==> src/hdl/rvc_pkg.sv <==
// Shared types and constants of the RV32I decode and execute core.
// Holds the item and result payloads, the decoded instruction and status codes.
// No dependencies.
package rvc_pkg;

  localparam logic [2:0] ST_OK       = 3'd0;
  localparam logic [2:0] ST_ILLEGAL  = 3'd1;
  localparam logic [2:0] ST_MEM      = 3'd2;
  localparam logic [2:0] ST_ECALL    = 3'd3;
  localparam logic [2:0] ST_SEMIHOST = 3'd4;
  localparam logic [2:0] ST_HALTED   = 3'd5;
  localparam logic [2:0] ST_PRELOAD  = 3'd6;

  localparam logic [6:0] OP_REG    = 7'h33;
  localparam logic [6:0] OP_IMM    = 7'h13;
  localparam logic [6:0] OP_LOAD   = 7'h03;
  localparam logic [6:0] OP_STORE  = 7'h23;
  localparam logic [6:0] OP_BRANCH = 7'h63;
  localparam logic [6:0] OP_LUI    = 7'h37;
  localparam logic [6:0] OP_AUIPC  = 7'h17;
  localparam logic [6:0] OP_JAL    = 7'h6F;
  localparam logic [6:0] OP_JALR   = 7'h67;
  localparam logic [6:0] OP_SYSTEM = 7'h73;

  localparam logic [31:0] WORD_ECALL  = 32'h0000_0073;
  localparam logic [31:0] WORD_EBREAK = 32'h0010_0073;
  localparam logic [6:0]  F7_ALT      = 7'h20;

  typedef enum logic [3:0] {
    C_ALU_R, C_ALU_I, C_LOAD, C_STORE, C_BRANCH, C_LUI, C_AUIPC,
    C_JAL, C_JALR, C_ECALL, C_EBREAK, C_ILLEGAL, C_PRELOAD
  } cls_e;

  typedef enum logic [3:0] {
    A_ADD, A_SUB, A_SLL, A_SLT, A_SLTU, A_XOR, A_SRL, A_SRA, A_OR, A_AND
  } alu_e;

  typedef struct packed {
    logic        operation;
    logic [31:0] instr_word;
    logic [15:0] preload_addr;
    logic [7:0]  preload_byte;
  } item_t;

  typedef struct packed {
    logic [2:0]  status;
    logic [31:0] next_pc;
    logic        reg_write_enable;
    logic [4:0]  reg_write_index;
    logic [31:0] reg_write_value;
  } result_t;

  typedef struct packed {
    cls_e        cls;
    alu_e        alu;
    logic [2:0]  f3;
    logic [4:0]  rd;
    logic [4:0]  rs1;
    logic [4:0]  rs2;
    logic [31:0] imm;
    logic        mark_start;
    logic        mark_end;
    logic [15:0] preload_addr;
    logic [7:0]  preload_byte;
  } dec_t;

endpackage

==> src/hdl/rvc_fifo.sv <==
// Two-entry queue of decoded entries between the front and back ends.
// Depends on rvc_pkg.
module rvc_fifo (
  input  logic          clk_i,
  input  logic          rst_ni,
  input  logic          push_i,
  input  rvc_pkg::dec_t wdata_i,
  output logic          full_o,
  input  logic          pop_i,
  output logic          valid_o,
  output rvc_pkg::dec_t rdata_o
);

  rvc_pkg::dec_t mem_q [2];
  logic       wptr_q, wptr_d;
  logic       rptr_q, rptr_d;
  logic [1:0] cnt_q, cnt_d;

  assign full_o  = cnt_q == 2'd2;
  assign valid_o = cnt_q != 2'd0;
  assign rdata_o = mem_q[rptr_q];

  always_comb begin
    wptr_d = wptr_q ^ push_i;
    rptr_d = rptr_q ^ pop_i;
    cnt_d  = cnt_q + {1'b0, push_i} - {1'b0, pop_i};
  end

  always_ff @(posedge clk_i or negedge rst_ni) begin
    if (!rst_ni) begin
      wptr_q <= 1'b0;
      rptr_q <= 1'b0;
      cnt_q  <= 2'd0;
    end else begin
      wptr_q <= wptr_d;
      rptr_q <= rptr_d;
      cnt_q  <= cnt_d;
    end
  end

  always_ff @(posedge clk_i) begin
    if (push_i) mem_q[wptr_q] <= wdata_i;
  end

endmodule

==> config.mk <==
export PLATFORM = sky130hd
export DESIGN_NAME = rvc_fifo
export DESIGN_NICKNAME = d
export VERILOG_FILES = /design/src/hdl/rvc_pkg.sv /design/src/hdl/rvc_fifo.sv
export SDC_FILE = /design/constraint.sdc
export NUM_CORES = 1
export LEC_CHECK = 0
export ABC_AREA = 1
export BUFFER_PORTS_ARGS = -buffer_cell sky130_fd_sc_hd__buf_2
export CORE_ASPECT_RATIO = 0.5
export CORE_MARGIN = 4
export CORE_UTILIZATION = 30
export DETAILED_ROUTE_END_ITERATION = 10
export PLACE_DENSITY = 0.51
export SLEW_MARGIN = 20
export SYNTH_ARGS = -nofsm -noshare
export SYNTH_HDL_FRONTEND = slang
export SYNTH_SLANG_ARGS = --single-unit
==> constraint.sdc <==
create_clock -name clk_i -period 3.6 [get_ports clk_i]
set_input_delay 0.36 -clock clk_i [delete_from_list [all_inputs] [get_ports clk_i]]
set_output_delay 0.36 -clock clk_i [all_outputs]
set_load 0.01 [all_outputs]
==> results of run 1 <==
[state kept, by name (all words and copies together), names as in the netlist]
name    count
cnt_q       2
rptr_q      1
wptr_q      1
mem_q     168
[worst max-delay path, delay by kind of cell, from the launching register on]
family          cells  cell delay [ps]
buf+inv             2              650
flops               1              640
compound gates      1              250
[layout make-up]
| cell class | count | area share (%) |
|---|---|---|
| antenna | 1 | 0.0302 |
| timing repair buffer | 177 | 11.3 |
| clock buffer | 18 | 5.18 |
| clock inverter | 14 | 1.16 |
| inverter | 91 | 4.13 |
| multi-input combinational | 181 | 11.5 |
| tap | 300 | 4.53 |
| sequential | 172 | 62.2 |
[power by group through the flow]
stage               combinational [uW]  clock, uW  sequential, uW
finish                            1880       1650            2800
floorplan                         1310          0            2800
global route                      2110       1810            2840
global placement                  1940          0            2830
CTS                               1960       1720            2800
detailed placement                1950          0            2850
[cell usage in the layout (no fill, tap or decap), drive strengths merged]
master       Yosys  final
dlygate4sd3      0      1
edfxtp         168    168
clkbuf           5     18
ha               4      4
xor2             1      1
diode            0      1
nor2             1      1
dfrtp            4      4
clkinv           0      7
o21ai           84     84
inv             91     95
buf             14    176
nand3            1      1
nand2           90     90
clkinvlp         0      3
[through the flow]
step	setup WS (ps)	util, %	total power (uW)
floorplan	735	-	4110
global placement	1600	35.8	4770
detailed placement	1570	35.8	4800
CTS	1090	38.3	6480
global route	978	38.3	6760
finish	1170	38.3	6330
[synthesized netlist by cell type (all sizes together)]
master / instances
nand2: 90
nor2: 1
xor2: 1
edfxtp: 168
clkbuf: 5
inv: 91
o21ai: 84
buf: 14
nand3: 1
ha: 4
dfrtp: 4
[kinds of logic after synthesis]
family	count (synthesis)	synth area share, %
buffers and inverters	110	7.99
adders and majority gates	4	0.759
DFF	172	78.0
xor gates and xnor gates	1	0.133
AOI/OAI and AO/OA	84	7.85
and+or+nand+nor	92	5.25
[final timing paths]
check,to
hold reg to reg,cnt_q[1]
setup / recovery,rdata_o[54]
hold / removal,mem_q[1][56]
setup reg to reg,mem_q[0][70]
max in group asynchronous,rptr_q
min in group asynchronous,wptr_q
[per-layer routing]
layer	up-vias	global-route usage [%]
met5	-	0
met4	0	3.94
met3	14	3.46
met2	52	19.6
met1	1875	11.9
li1	1916	-
[timing repair]
item | CTS | global route
setup endpoints to repair | 0 | 0
hold endpoints to repair | 4 | 0
hold buffers | 1 | 0
==> impl_summary.log, run 1 <==
INFO  metric io_pins = 174
INFO  metric postSynthNetCount = 555
INFO  metric met2_wirelength = 7180 um
INFO  metric crit_path_max_fanout = 136
INFO  metric pwr-share-clk = 26.1%
INFO  metric power_leakage = 0.00347 uW
INFO  metric worst-r2r-cell-count = 3
INFO  metric yosysWarnings = 0
INFO  metric sequential_to_total_area_share_from_yosys_stat = 78.0%
INFO  metric layout-drive-gt1-share = 35.7%
INFO  metric routability_congestion = 0.720
INFO  metric layout-area-overhead-vs-synth = 25.5%
INFO  metric detailroute.wirelength.met3 = 427 um
INFO  metric die_y = 113 um
INFO  metric cp_data_required_time = 3240 ps
INFO  metric critPathArrivalTime = 2070 ps
INFO  metric r2r_setup_slk = 2130 ps
INFO  metric critical_path.cell_chain = buf_12 > o21ai_0 > buf_2
INFO  metric cellInternalPower = 4200 uW
INFO  metric yosysTopAreaCellShare = 76.5%
INFO  metric syn-mean-instance-area = 14.2 sq um
INFO  metric cp-startpoint = rptr_q
INFO  metric placement_rows = 38
INFO  metric seq_area = 5150 sq um
INFO  metric drt-met1-wl = 5430 um
INFO  metric power.share.combinational = 29.7%
INFO  metric grt_pass1_vias = 3,756
INFO  metric final_area = 8280 sq um
INFO  metric final-max-slew-violation-count = 0
INFO  metric drt-vias-per-instance = 4.04
INFO  metric seqPwrFrac = 44.2%
INFO  metric hold_path.class = in2reg
INFO  metric floorplan.die.width = 218 um
INFO  metric post-synth-top-area-cell = sky130_fd_sc_hd__edfxtp_1
INFO  metric finalSetupViolations = 0
INFO  metric run_status = completed
INFO  metric cp_slowest_stage_delay = 640 ps
INFO  metric routed.top_layer = met4
INFO  metric layout.cells.non_filler = 954
INFO  metric drt.antenna.violating_nets = 0
INFO  metric clock_insertion_delay_worst_skew = 420 ps
INFO  metric clk_transition_reported_paths = 70 ps
INFO  metric start_util = 30.5%
INFO  metric cts_max_level = 4
INFO  metric globalRouteTotalUtil = 10.8%
INFO  metric place_inst = 920
INFO  metric die_area = 24,600 sq um
INFO  metric clock_sink_count = 172
INFO  metric hpwl = 8420 um
INFO  metric max_clock_freq = 0.411 GHz
INFO  metric final.setup_skew = 7.63 ps
INFO  metric ctsLongestPathBuffers = 2
INFO  metric detail_route.first_pass.iterations = 4
INFO  metric port_buffers = 173
INFO  metric timing.max_cap.violations = 0
INFO  metric root_buffer = sky130_fd_sc_hd__clkbuf_16
INFO  metric synth_seq_cells = 172
INFO  metric design.final.nets = 732
INFO  metric netSwitchingPower = 2130 uW
INFO  metric unrepaired_setup_endpoints_after_global_routing = no
INFO  metric tritoncts = built
INFO  metric ir_drop = 0.334 mV
INFO  metric detail_route.drc_violations = 0
INFO  metric holdWs = 121 ps
INFO  metric antenna_found_initial = 1
INFO  metric number_of_distinct_library_cells_after_synthesis = 16
INFO  metric worst_pin_slew = 618 ps
INFO  metric cts_inserted_buffers = 17
INFO  metric critPathSlowestCell = sky130_fd_sc_hd__dfrtp_4
INFO  metric fin_crit = 2430 ps
INFO  metric switching_share = 33.7%
INFO  metric post_cts_buffers = 0
INFO  metric number_of_instances_in_the_synthesized_netlist = 463
INFO  metric synthTopCellsByArea = sky130_fd_sc_hd__edfxtp_1 (76%), sky130_fd_sc_hd__inv_1 (5.2%), sky130_fd_sc_hd__nand2_1 (5.1%), sky130_fd_sc_hd__o21ai_0 (3.8%), sky130_fd_sc_hd__o21ai_2 (3.5%)
INFO  metric cts_resized = 0
INFO  metric placed_area = 7740 sq um
INFO  metric multi_input_area = 948 sq um
INFO  metric setup_total_negative_slack = 0 ps
INFO  metric max_slew_margin = 58.8%
INFO  metric floorplan.core_area = 21,600 sq um
INFO  metric grt_pass1_wl = 19,900 um
INFO  metric criticalPathCategory = reg2out
INFO  metric start_kind = flop
INFO  metric fillCellCount = 2,076
INFO  metric drt_first_iter_violations = 192
INFO  metric post_synth_instance_area = 6600 sq um
INFO  metric hold_violations_final = 0
INFO  metric routed-via-count = 3,857
INFO  metric holdCritStartpoint = wdata_i[56]
INFO  metric grt-ovfl-total = 0
INFO  metric crit_end_category = primary output
INFO  metric timing.hold.worst_path_depth = 1
INFO  metric grt_start_max_net_pins = 137
INFO  metric wire_per_inst = 13.9 um
INFO  metric final_min_period_over_clock_period = 67.6%
INFO  metric worstReg2RegStart = wptr_q
INFO  metric route.final.wire_length = 13,200 um
INFO  metric power.density_cell_area = 765 nW/um^2
Note: power is estimated with default switching activity, not from simulation.
==> run 2: changes to the inputs <==
clock period = 2.5 ns   (was 3.6 ns; I/O delays follow)
==> run 2 against run 1 <==
Final cell count increased by 9.4%. Worst hold slack improved by 31 ps. Wire length grew 7.6%. Die area unchanged. Clock power grew 87%.
==> impl_summary.log, run 2 (synthesis results as in run 1) <==
INFO  metric drt-vias-per-instance = 4.02 (was 4.04)
INFO  metric route.final.wire_length = 14,300 um (was 13,200 um)
INFO  metric crit_path_max_fanout = 63 (was 136)
INFO  metric hpwl = 9340 um (was 8420 um)
INFO  metric regMostFlops = mem_q (unchanged)
INFO  metric worst_r2r_end = mem_q[0][21] (was mem_q[0][70])
INFO  metric clock_insertion_delay_worst_skew = 440 ps (was 420 ps)
INFO  metric routability_congestion = 0.736 (was 0.720)
INFO  metric ctsLongestPathBuffers = 2 (unchanged)
INFO  metric wire_per_inst = 13.7 um (was 13.9 um)
INFO  metric setup_total_negative_slack = 0 ps (unchanged)
INFO  metric layout.cells.most_common_list = sky130_fd_sc_hd__buf_2 (173), sky130_fd_sc_hd__edfxtp_1 (168), sky130_fd_sc_hd__inv_1 (91), sky130_fd_sc_hd__nand2_1 (90), sky130_fd_sc_hd__dlygate4sd3_1 (86) (was sky130_fd_sc_hd__buf_2 (173), sky130_fd_sc_hd__edfxtp_1 (168), sky130_fd_sc_hd__inv_1 (91), sky130_fd_sc_hd__nand2_1 (90), sky130_fd_sc_hd__o21ai_0 (50))
INFO  metric finalSetupViolations = 0 (unchanged)
INFO  metric clk_transition_reported_paths = 70 ps (about the same)
INFO  metric place_inst = 926 (was 920)
INFO  metric crit_end_category = primary output (unchanged)
INFO  metric worstReg2RegStart = wptr_q (unchanged)
INFO  metric cts_hold_repair.buffers = 86 (was 1)
INFO  metric flip_flop_count_of_the_largest_register_all_copies_and_words_added = 168 (unchanged)
INFO  metric grt-ovfl-total = 0 (unchanged)
INFO  metric ir_drop = 0.573 mV (was 0.334 mV)
INFO  metric holdWs = 153 ps (was 121 ps)
INFO  metric final-max-slew-violation-count = 0 (unchanged)
INFO  metric post_cts_buffers = 0 (unchanged)
INFO  metric pwr-share-clk = 30.5% (was 26.1%)
INFO  metric grt_pass1_vias = 4,424 (was 3,756)
INFO  metric die_y = 113 um (unchanged)
INFO  metric start_kind = flop (unchanged)
INFO  metric netSwitchingPower = 3130 uW (was 2130 uW)
INFO  metric worst_pin_slew = 662 ps (was 618 ps)
INFO  metric cp_data_required_time = 2250 ps (was 3240 ps)
INFO  metric unrepaired_setup_endpoints_after_global_routing = no (unchanged)
INFO  metric power_leakage = 0.00395 uW (was 0.00347 uW)
INFO  metric r2r_setup_slk = 910 ps (was 2130 ps)
INFO  metric final_area = 9360 sq um (was 8280 sq um)
INFO  metric hold_path.class = in2async (was in2reg)
INFO  metric start_util = 30.5% (unchanged)
INFO  metric seqPwrFrac = 40.7% (was 44.2%)
INFO  metric run_status = completed (unchanged)
INFO  metric routed-via-count = 4,200 (was 3,857)
INFO  metric critPathArrivalTime = 1950 ps (was 2070 ps)
INFO  metric timing.max_cap.violations = 0 (unchanged)
INFO  metric criticalPathCategory = reg2out (unchanged)
INFO  metric mostFrequentLayoutCell = sky130_fd_sc_hd__buf_2 (unchanged)
INFO  metric cts_inserted_buffers = 17 (unchanged)
INFO  metric worst-r2r-cell-count = 3 (unchanged)
INFO  metric power.share.combinational = 28.8% (was 29.7%)
INFO  metric drt_first_iter_violations = 147 (was 192)
INFO  metric layout-area-overhead-vs-synth = 42.0% (was 25.5%)
INFO  metric power.density_cell_area = 1080 nW/um^2 (was 765 nW/um^2)
INFO  metric antenna_found_initial = 0 (was 1)
INFO  metric detail_route.first_pass.iterations = 4 (unchanged)
INFO  metric floorplan.core_area = 21,600 sq um (unchanged)
INFO  metric layout-drive-gt1-share = 32.5% (was 35.7%)
INFO  metric floorplan.die.width = 218 um (unchanged)
INFO  metric globalRouteTotalUtil = 12.0% (was 10.8%)
INFO  metric layout.cells.non_filler = 1,044 (was 954)
INFO  metric placed_area = 7810 sq um (was 7740 sq um)
INFO  metric diodes = 0 (was 1)
INFO  metric fin_crit = 2200 ps
INFO  metric detail_route.drc_violations = 0 (unchanged)
INFO  metric drt.antenna.violating_nets = 0 (unchanged)
INFO  metric switching_share = 31.1% (was 33.7%)
INFO  metric cts_resized = 0 (unchanged)
INFO  metric grt_pass1_wl = 22,400 um (was 19,900 um)
INFO  metric placement_rows = 38 (unchanged)
INFO  metric top_regs = mem_q x168, cnt_q x2 (unchanged)
INFO  metric hold_violations_final = 0 (unchanged)
INFO  metric port_buffers = 173 (unchanged)
INFO  metric overall_power = 10,100 uW (was 6330 uW)
INFO  metric io_pins = 174 (unchanged)
INFO  metric clock_sink_count = 172 (unchanged)
INFO  metric final_min_period_over_clock_period = 87.8%
INFO  metric tritoncts = built (unchanged)
INFO  metric grt_start_max_net_pins = 64 (was 137)
INFO  metric max_slew_margin = 55.9% (was 58.8%)
INFO  metric cellInternalPower = 6950 uW (was 4200 uW)
INFO  metric final.setup_skew = 8.13 ps (was 7.63 ps)
INFO  metric cts_max_level = 4 (unchanged)
INFO  metric design.final.nets = 823 (was 732)
INFO  metric max_clock_freq = 0.455 GHz
INFO  metric die_area = 24,600 sq um (unchanged)
INFO  metric root_buffer = sky130_fd_sc_hd__clkbuf_16 (unchanged)
==> run 2: changes by cell type in the layout (fill, tap and decap cells not counted) <==
| cell | before | now |
|---|---|---|
| sky130_fd_sc_hd__dlygate4sd3_1 | 1 | 86 |
| sky130_fd_sc_hd__bufinv_16 | 0 | 7 |
| sky130_fd_sc_hd__buf_4 | 0 | 4 |
| sky130_fd_sc_hd__clkinv_1 | 3 | 0 |
| sky130_fd_sc_hd__clkinvlp_4 | 3 | 0 |
| sky130_fd_sc_hd__buf_12 | 3 | 5 |
| sky130_fd_sc_hd__diode_2 | 1 | 0 |
| sky130_fd_sc_hd__inv_6 | 4 | 3 |
==> run 2: stage by stage <==
step / util (%) / worst slack, ps
finish: 43.3 / 304
global route: 43.3 / 136
CTS: 43.3 / 224
detailed placement: 36.1 / 713
global placement: 36.1 / 733
floorplan: - / 529
==> run 2: layout make-up <==
| class | instances | area [sq um] |
|---|---|---|
| clock inverters | 14 | 264 |
| inverters | 91 | 342 |
| repair buffers | 268 | 1860 |
| clock buffers | 18 | 429 |
| multi-input cells | 181 | 948 |
| fillers | 1996 | 12300 |
| well taps | 300 | 375 |
| flip-flops and latches | 172 | 5150 |
==> run 2: worst max path at each step <==
| stage | startpoint | to | slack (ps) | cells after the start |
|---|---|---|---|---|
| 4_1_cts | rptr_q | rdata_o[51] | 220 | 4 |
| 5_1_grt | rptr_q | rdata_o[46] | 140 | 4 |
| 3_3_place_gp | rptr_q | rdata_o[51] | 730 | 4 |
| 6_report | rptr_q | rdata_o[41] | 300 | 4 |
| 3_5_place_dp | rptr_q | rdata_o[51] | 710 | 4 |
| 2_1_floorplan | wptr_q | mem_q[0][0] | 530 | 2 |
==> run 2: power groups by stage <==
stage	combinational, uW	sequential, uW	clock (uW)
floorplan	1900	4000	0
global placement	2860	4150	0
detailed placement	2870	4170	0
CTS	2990	4110	3160
global route	3240	4170	3300
finish	2900	4100	3080
==> run 2: critical path, stage by stage, from the launching register on <==
cell	delay [ps]
sky130_fd_sc_hd__dfrtp_4	860
sky130_fd_sc_hd__buf_12	290
sky130_fd_sc_hd__nand2_1	70
sky130_fd_sc_hd__o21ai_0	110
sky130_fd_sc_hd__buf_2	180
==> run 2: metal layers <==
metal	global-route usage [%]	vias to the layer above	wire length [um]
li1	-	2113	-
met1	12.7	1999	5700
met2	22.1	62	7740
met3	4.05	26	487
met4	4.70	0	328
met5	0	-	0
